--- src/hdl/pva_pkg.sv ---
// ----------------------------------------------------------------------------
// pva_pkg
// shared types and constants of the priority voice allocator
// ----------------------------------------------------------------------------
`default_nettype none

package pva_pkg;

  localparam int NUM_VOICES = 24;
  localparam int PRI_W      = 15;
  localparam int STATUS_W   = 2;
  localparam int ENTRY_W    = 5;   // width of the voice number fields on the ports
  localparam int KIND_W     = 2;

  localparam int CLOG_V  = (NUM_VOICES > 1) ? $clog2(NUM_VOICES) : 1;
  // internal voice number, never narrower than the port field so compares are exact
  localparam int VIDX_W  = (CLOG_V > ENTRY_W) ? CLOG_V : ENTRY_W;
  localparam int CNT_W   = (NUM_VOICES > 1) ? $clog2(NUM_VOICES) : 1;

  localparam logic [PRI_W-1:0] PRI_CEILING  = 15'h7FFF;
  localparam logic [PRI_W-1:0] PRI_SATURATE = 15'h7FFE;

  localparam logic [STATUS_W-1:0] ST_FREE    = 2'd0;
  localparam logic [STATUS_W-1:0] ST_TAKEN   = 2'd1;
  localparam logic [STATUS_W-1:0] ST_SUSTAIN = 2'd2;
  localparam logic [STATUS_W-1:0] ST_RELEASE = 2'd3;

  localparam logic [KIND_W-1:0] GK_NONE    = 2'd0;
  localparam logic [KIND_W-1:0] GK_FREE    = 2'd1;
  localparam logic [KIND_W-1:0] GK_RELEASE = 2'd2;
  localparam logic [KIND_W-1:0] GK_SUSTAIN = 2'd3;

  // running search result handed from cell to cell
  typedef struct packed {
    logic              free_found;
    logic [VIDX_W-1:0] free_idx;
    logic              rel_found;
    logic [PRI_W-1:0]  rel_pri;
    logic [VIDX_W-1:0] rel_idx;
    logic              sus_found;
    logic [PRI_W-1:0]  sus_pri;
    logic [VIDX_W-1:0] sus_idx;
  } scan_rec_t;

  // update broadcast to every cell
  typedef struct packed {
    logic                wr;        // overwrite the whole entry
    logic                take;      // claim the entry
    logic                take_free; // claim also moves status to taken
    logic [VIDX_W-1:0]   idx;
    logic [STATUS_W-1:0] status;
    logic [PRI_W-1:0]    pri;
    logic                locked;
    logic                claimed;
  } cell_cmd_t;

  localparam scan_rec_t SCAN_INIT = '{
    free_found: 1'b0,
    free_idx:   '0,
    rel_found:  1'b0,
    rel_pri:    PRI_CEILING,
    rel_idx:    '0,
    sus_found:  1'b0,
    sus_pri:    PRI_CEILING,
    sus_idx:    '0
  };

endpackage

`default_nettype wire

--- src/hdl/priority_voice_allocator.sv ---
// ----------------------------------------------------------------------------
// priority_voice_allocator
// voice allocator with priority based stealing over a chain of voice cells
// ----------------------------------------------------------------------------
// Usage:
//   s_* carries requests: tuser selects allocate (0) or write-entry (1),
//   tdata carries the request priority and the entry fields.
//   m_* returns one result transfer per request: tdata holds granted and
//   the voice number, tuser holds the grant kind.
//   A write-entry updates its voice at the accepting edge and its result is
//   presented in the next cycle. An allocate request runs the search record
//   down the row of NUM_VOICES cells, one cell per cycle, and is decided in
//   the last cycle of the scan; its result is then registered in the output
//   register and presented. One request is in work at a time, so no new
//   request is taken while an allocate scans.
//   Reset frees every voice and clears priority, lock and claim marks;
//   s_tready stays low while reset is held.
//   A stalled result stays in the output register; a new request is taken
//   once the result is gone or is being taken in the same cycle.
// ----------------------------------------------------------------------------
`default_nettype none

module priority_voice_allocator (
  input  wire logic        clk,
  input  wire logic        rst,
  input  wire logic        s_tvalid,
  output logic             s_tready,
  // request_priority, entry_index, entry_status, entry_priority,
  // entry_locked, entry_claimed, zero pad
  input  wire logic [39:0] s_tdata,
  // func
  input  wire logic [0:0]  s_tuser,
  output logic             m_tvalid,
  input  wire logic        m_tready,
  // granted, granted_voice, zero pad
  output logic [7:0]       m_tdata,
  // grant_kind
  output logic [1:0]       m_tuser
);
  import pva_pkg::*;

  typedef enum logic [1:0] {
    S_IDLE = 2'b01,
    S_SCAN = 2'b10
  } state_t;

  state_t              state;
  logic [CNT_W-1:0]    cnt;
  logic [PRI_W-1:0]    req_pri;
  logic                out_granted;
  logic [ENTRY_W-1:0]  out_voice;
  logic [KIND_W-1:0]   out_kind;

  logic                func;
  logic [PRI_W-1:0]    in_req;
  logic [ENTRY_W-1:0]  in_idx;
  logic [STATUS_W-1:0] in_status;
  logic [PRI_W-1:0]    in_pri;
  logic                in_locked;
  logic                in_claimed;
  logic                s_xfer;
  logic                scan_done;

  scan_rec_t           rec [NUM_VOICES+1];
  cell_cmd_t           cmd;
  logic                dec_grant;
  logic [VIDX_W-1:0]   dec_idx;
  logic [KIND_W-1:0]   dec_kind;

  assign func       = s_tuser[0];
  assign in_req     = s_tdata[14:0];
  assign in_idx     = s_tdata[19:15];
  assign in_status  = s_tdata[21:20];
  assign in_pri     = s_tdata[36:22];
  assign in_locked  = s_tdata[37];
  assign in_claimed = s_tdata[38];

  assign s_tready  = !rst && (state == S_IDLE) && (!m_tvalid || m_tready);
  assign s_xfer    = s_tvalid && s_tready;
  assign scan_done = (state == S_SCAN) && (cnt == CNT_W'(NUM_VOICES - 1));

  // row of voice cells, search record enters at the low end
  assign rec[0] = SCAN_INIT;
  for (genvar i = 0; i < NUM_VOICES; i++) begin : g_cell
    pva_cell u_cell (
      .clk    (clk),
      .rst    (rst),
      .my_idx (VIDX_W'(i)),
      .cmd    (cmd),
      .rec_in (rec[i]),
      .rec_out(rec[i+1])
    );
  end

  // decision on the record leaving the last cell
  always_comb begin
    dec_grant = 1'b0;
    dec_idx   = '0;
    dec_kind  = GK_NONE;
    if (rec[NUM_VOICES].free_found) begin
      dec_grant = 1'b1;
      dec_idx   = rec[NUM_VOICES].free_idx;
      dec_kind  = GK_FREE;
    end else if (rec[NUM_VOICES].rel_found && (req_pri >= rec[NUM_VOICES].rel_pri)) begin
      dec_grant = 1'b1;
      dec_idx   = rec[NUM_VOICES].rel_idx;
      dec_kind  = GK_RELEASE;
    end else if (rec[NUM_VOICES].sus_found && (req_pri >= rec[NUM_VOICES].sus_pri)) begin
      dec_grant = 1'b1;
      dec_idx   = rec[NUM_VOICES].sus_idx;
      dec_kind  = GK_SUSTAIN;
    end
  end

  always_comb begin
    cmd           = '0;
    cmd.status    = in_status;
    cmd.pri       = in_pri;
    cmd.locked    = in_locked;
    cmd.claimed   = in_claimed;
    if (scan_done) begin
      cmd.take      = dec_grant;
      cmd.take_free = (dec_kind == GK_FREE);
      cmd.idx       = dec_idx;
    end else begin
      cmd.wr  = s_xfer && func;
      cmd.idx = VIDX_W'(in_idx);
    end
  end

  always_ff @(posedge clk) begin
    if (rst) begin
      state    <= S_IDLE;
      cnt      <= '0;
      m_tvalid <= 1'b0;
    end else begin
      if (m_tvalid && m_tready) begin
        m_tvalid <= 1'b0;
      end
      unique case (state)
        S_IDLE: begin
          if (s_xfer) begin
            if (func) begin
              m_tvalid <= 1'b1;
            end else begin
              state <= S_SCAN;
              cnt   <= '0;
            end
          end
        end
        S_SCAN: begin
          cnt <= cnt + 1'b1;
          if (scan_done) begin
            m_tvalid <= 1'b1;
            state    <= S_IDLE;
          end
        end
        default: begin
          state <= S_IDLE;
        end
      endcase
    end
  end

  always_ff @(posedge clk) begin
    if (s_xfer) begin
      req_pri     <= (in_req > PRI_SATURATE) ? PRI_SATURATE : in_req;
      out_granted <= 1'b0;
      out_voice   <= '0;
      out_kind    <= GK_NONE;
    end else if (scan_done) begin
      out_granted <= dec_grant;
      out_voice   <= dec_idx[ENTRY_W-1:0];
      out_kind    <= dec_kind;
    end
  end

  assign m_tdata = {2'b00, out_voice, out_granted};
  assign m_tuser = out_kind;

endmodule

`default_nettype wire

--- src/hdl/pva_cell.sv ---
// ----------------------------------------------------------------------------
// pva_cell
// one voice entry plus one stage of the search chain
// ----------------------------------------------------------------------------
`default_nettype none

module pva_cell (
  input  wire logic                      clk,
  input  wire logic                      rst,
  input  wire logic [pva_pkg::VIDX_W-1:0] my_idx,
  input  wire pva_pkg::cell_cmd_t        cmd,
  input  wire pva_pkg::scan_rec_t        rec_in,
  output pva_pkg::scan_rec_t             rec_out
);
  import pva_pkg::*;

  logic [STATUS_W-1:0] status;
  logic [PRI_W-1:0]    pri;
  logic                locked;
  logic                claimed;
  scan_rec_t           rec_next;
  logic                hit;

  assign hit = (cmd.idx == my_idx);

  always_ff @(posedge clk) begin
    if (rst) begin
      status  <= ST_FREE;
      pri     <= '0;
      locked  <= 1'b0;
      claimed <= 1'b0;
    end else if (cmd.wr && hit) begin
      status  <= cmd.status;
      pri     <= cmd.pri;
      locked  <= cmd.locked;
      claimed <= cmd.claimed;
    end else if (cmd.take && hit) begin
      claimed <= 1'b1;
      if (cmd.take_free) begin
        status <= ST_TAKEN;
      end
    end
  end

  always_comb begin
    rec_next = rec_in;
    // once a free voice is seen upstream the rest of the chain just passes it on
    if (!rec_in.free_found && !locked) begin
      if (status == ST_FREE) begin
        rec_next.free_found = 1'b1;
        rec_next.free_idx   = my_idx;
      end else if (status == ST_SUSTAIN) begin
        if (pri < rec_in.sus_pri) begin
          rec_next.sus_found = 1'b1;
          rec_next.sus_pri   = pri;
          rec_next.sus_idx   = my_idx;
        end
      end else begin
        if (pri < rec_in.rel_pri) begin
          rec_next.rel_found = 1'b1;
          rec_next.rel_pri   = pri;
          rec_next.rel_idx   = my_idx;
        end
      end
    end
  end

  always_ff @(posedge clk) begin
    rec_out <= rec_next;
  end

endmodule

`default_nettype wire

--- config.mk ---
export PLATFORM = sky130hd
export DESIGN_NAME = priority_voice_allocator
export DESIGN_NICKNAME = d
export VERILOG_FILES = /design/src/hdl/pva_pkg.sv /design/src/hdl/priority_voice_allocator.sv /design/src/hdl/pva_cell.sv
export SDC_FILE = /design/constraint.sdc
export NUM_CORES = 2
export LEC_CHECK = 0
export ABC_AREA = 1
export BUFFER_PORTS_ARGS = -buffer_cell sky130_fd_sc_hd__buf_2
export CORE_MARGIN = 5
export CORE_UTILIZATION = 42
export DETAILED_ROUTE_END_ITERATION = 8
export SYNTH_ARGS = -nofsm -noshare
export SYNTH_HDL_FRONTEND = slang
export SYNTH_SLANG_ARGS = --single-unit
--- constraint.sdc ---
create_clock -name clk -period 2.8 [get_ports clk]
set_input_delay 0 -clock clk [delete_from_list [all_inputs] [get_ports clk]]
set_output_delay 0 -clock clk [all_outputs]
set_load 0.03 [all_outputs]
==> metrics.yaml <==
slowest_stage: "edfxtp_1"
grt_pass1_vias: 53600
vias: 56300
slew_viol_final: 0
p_total_uw: 46400
final.period_utilization_pct: 113
hold_slack_ns: 0.0626
cts_tree: "done"
r2r_end: "g_cell[9].u_cell.locked$_SDFFE_PP0N_"
pwr_density_cell_nw_per_um2: 579
fill_cells: 15300
yosysWarnings: 0
ys_ff_latch: 1522
die_w_um: 414
min-delay-start: "s_tdata[0]"
skew_ns: 0.0362
drtIter0Drc: 4414
fmax_mhz: 316
drt-wirelength-per-cell_um: 17.3
synth_largest_area_cell: "dfxtp_1"
placed_area_um2: 72200
grt_overflow: 0
rr_startpoint: "req_pri[8]$_SDFFCE_PN1P_"
hold_violations: 0
crit_family: "simple AND/OR/NAND/NOR gates"
area_growth_syn_to_layout_pct: 17.2
outcome: "complete, but fails checks"
insertion_delay_ns: 0.80
slew_headroom_pct: 30.2
drc: 0
cp.arrival_ns: 3.80
path_buf_inv: 6
cap_viol_max_count: 0
row_count: 148
synth-seq-area-share_pct: 44.7
cts_buffers: 158
rsz0062_at_grt: "true"
path_class: "reg -> reg"
root_buffer: "clkbuf_16"
layout_setup_ws_ns: -0.361
cp.required_ns: 3.44
clock-sinks: 1522
antenna_found_initial: 9
crit_path_start_kind: "flip-flop"
clk_path_buf_depth: 3
worstMarginPinSlew_ns: 1.05
period_minus_slack_ns: 3.16
final_area_um2: 80200
routed_wl_um: 196000
htreeDepth: 4
cp_max_fo: 8
dp_hpwl_um: 138000
nNetsFinal: 9740
ios: 57
ant_nets: 0
max_stage_delay_ns: 0.45
synth.top_cell.area_share_pct: 44.1
crit_chain: "ha_4 > nand4_1 > nor2_2 > inv_1 > a21oi_2 > nor2_4 > nor2_4 > buf_12 > buf_6 > nand3_4 > nand2_4 > a21boi_4 > buf_6 > nor2_8 > nand3_4 > buf_12 > buf_16 > nand2_2 > a21oi_1"
holdPathEnd: "req_pri[0]$_SDFFCE_PN0P_"
finalSetupTns_ns: -94.30
holdPathStages: 3
synth_area_um2: 68400
grt_usage_pct: 22.2
setup_viol: 432
postSynthAreaPerCell_um2: 7.76
fp.dieArea_um2: 171000
firstDrtPassIters: 7
synth_cells: 8824
coreArea_um2: 162000
cts.reportedPaths.clkPinSlew_ns: 0.06
end_kind: "flip-flop"
final_core_utilization_pct: 49.4
port_buffers: 52
drive_above_1_share_pct: 10.7
reg2reg_depth: 19
leakagePower_uw: 0.0468
yosysUniqueCellTypes: 48
gp_congestion: 0.903
grt_max_degree: 106
rrSetupSlack_ns: -0.36
violations: "setup timing"
hp-class: "in -> reg"
synth_area_leaders: "dfxtp_1 44%, ha_1 12%, nand2_1 9.8%"
grt_pass1_wl_um: 300000
ir_drop_v: 0.000707
initial_core_util_pct: 42.1
die_h_um: 414
vias_per_cell: 4.97
-- flip-flops by register name, indices dropped and copies added, names as in the netlist --
register               cells
m_tvalid                   1
g_cell.u_cell.pri        360
g_cell.u_cell.status      48
req_pri                   15
g_cell.u_cell.locked      24
g_cell.u_cell.rec_out   1059
out_voice                  5
m_tuser                    2
state                      2
cnt                        5
out_granted                1
-- power by group --
part	internal [µW]	switching [µW]	leakage (µW)
Sequential	21900	138	0.0123
Clock	13200	9150	0.00273
Combinational	682	1340	0.0317
Total	35800	10600	0.0468
-- cells in the final DEF, fill, tap and decap left out, types with 13 or more instances in the layout --
cell | netlist | final
a211oi_1 | 37 | 37
a21oi_1 | 398 | 388
a31oi_1 | 24 | 24
buf_12 | 0 | 75
buf_2 | 57 | 52
buf_4 | 26 | 183
buf_6 | 25 | 23
bufinv_16 | 0 | 19
clkbuf_1 | 219 | 31
clkbuf_16 | 0 | 173
clkbuf_8 | 0 | 31
clkinv_2 | 0 | 21
dfxtp_1 | 1507 | 1507
dlygate4sd3_1 | 0 | 55
edfxtp_1 | 15 | 15
ha_1 | 677 | 664
ha_4 | 0 | 13
inv_1 | 1421 | 1415
nand2_1 | 1786 | 1753
nand2_2 | 11 | 28
nand2_4 | 10 | 22
nand3_1 | 189 | 176
nand3_2 | 10 | 14
nand3_4 | 5 | 14
nand4_1 | 295 | 295
nor2_1 | 961 | 921
nor2_2 | 3 | 35
nor2_4 | 13 | 25
nor3_1 | 20 | 19
o211ai_1 | 28 | 28
o21a_1 | 29 | 29
o21ai_0 | 746 | 745
o221ai_1 | 17 | 17
or2_2 | 170 | 170
-- stage by stage --
step	setup WS, ns	instances
after floorplan	0.123	8825
after global placement	-0.205	10900
after detailed placement	-0.251	10900
after CTS	-0.240	11300
after global routing	-0.522	11300
final	-0.361	11300
-- final cells by class --
| cell class | instances | area [µm²] | area share [%] |
|---|---|---|---|
| flip-flops and latches | 1522 | 30600 | 38.2 |
| diodes | 4 | 10.0 | 0.0125 |
| multi-input cells | 5496 | 31400 | 39.2 |
| well taps | 2175 | 2720 | 3.39 |
| clock inverters | 69 | 1060 | 1.32 |
| clock buffers | 221 | 4520 | 5.64 |
| repair buffers | 410 | 4490 | 5.60 |
| inverters | 1430 | 5380 | 6.71 |
-- cell usage after synthesis (all sizes together) --
library cell	number
nand2	1808
dfxtp	1507
inv	1429
nor2	985
o21ai	746
ha	677
a21oi	400
nand4	295
clkbuf	219
nand3	204
or2	170
buf	162
a211oi	37
o21a	29
o211ai	28
nor3	26
a31oi	24
o221ai	17
edfxtp	15
a2111oi	10
o31ai	10
nor4	8
o2111ai	6
a221oi	3
a21boi	2
a21o	1
clkinv	1
conb	1
nor3b	1
o21bai	1
o22ai	1
o41a	1
-- cell families (layout without fill, tap and decap cells) --
group | after synthesis | count (layout) | share of synthesized area, %
simple gates | 3497 | 3501 | 22.1
buf+inv | 1811 | 2130 | 10.5
flops | 1522 | 1522 | 44.7
compound gates | 1316 | 1316 | 10.3
fa+ha+maj | 677 | 677 | 12.4
other cells | 1 | 6 | 0.00548
-- per-layer routing --
| metal | up-vias | GRT usage, % | share of wire (%) |
|---|---|---|---|
| met5 | - | 0 | 0.11 |
| met4 | 6 | 9.43 | 4.4 |
| met3 | 409 | 3.34 | 5.7 |
| met2 | 1455 | 36.8 | 46 |
| met1 | 26100 | 28.9 | 44 |
| li1 | 28400 | - | - |
-- how the worst max path moves through the flow --
stage | slack, ns | cells after the start | to | start
6_report | -0.36 | 19 | g_cell[9].u_cell.locked$_SDFFE_PP0N_ | req_pri[8]$_SDFFCE_PN1P_
5_1_grt | -0.52 | 21 | g_cell[9].u_cell.pri[2]$_SDFFE_PP0N_ | req_pri[8]$_SDFFCE_PN1P_
4_1_cts | -0.24 | 19 | g_cell[13].u_cell.pri[1]$_SDFFE_PP0N_ | req_pri[10]$_SDFFCE_PN1P_
3_5_place_dp | -0.25 | 18 | g_cell[5].u_cell.pri[8]$_SDFFE_PP0N_ | req_pri[6]$_SDFFCE_PN1P_
3_3_place_gp | -0.21 | 16 | g_cell[9].u_cell.status[0]$_SDFFE_PP0P_ | req_pri[8]$_SDFFCE_PN1P_
2_1_floorplan | 0.12 | 13 | g_cell[19].u_cell.pri[10]$_SDFFE_PP0N_ | state[1]$_SDFFE_PP0P_
-- tightest hold or removal path, cell delays in order --
cell,delay [ns]
dlygate4sd3_1,0.53
buf_2,0.10
o41a_1,0.12
-- what timing repair did --
item / in CTS / in global routing
buffers inserted: 21 / 36
pin swaps: 9 / 114
gates cloned: 9 / 18
endpoints found under the hold margin: 402 / 0
setup endpoints to repair: 432 / 468
hold buffers: 55 / 0
resized for setup: 39 / 146
Note: power is estimated with default switching activity, not from simulation.
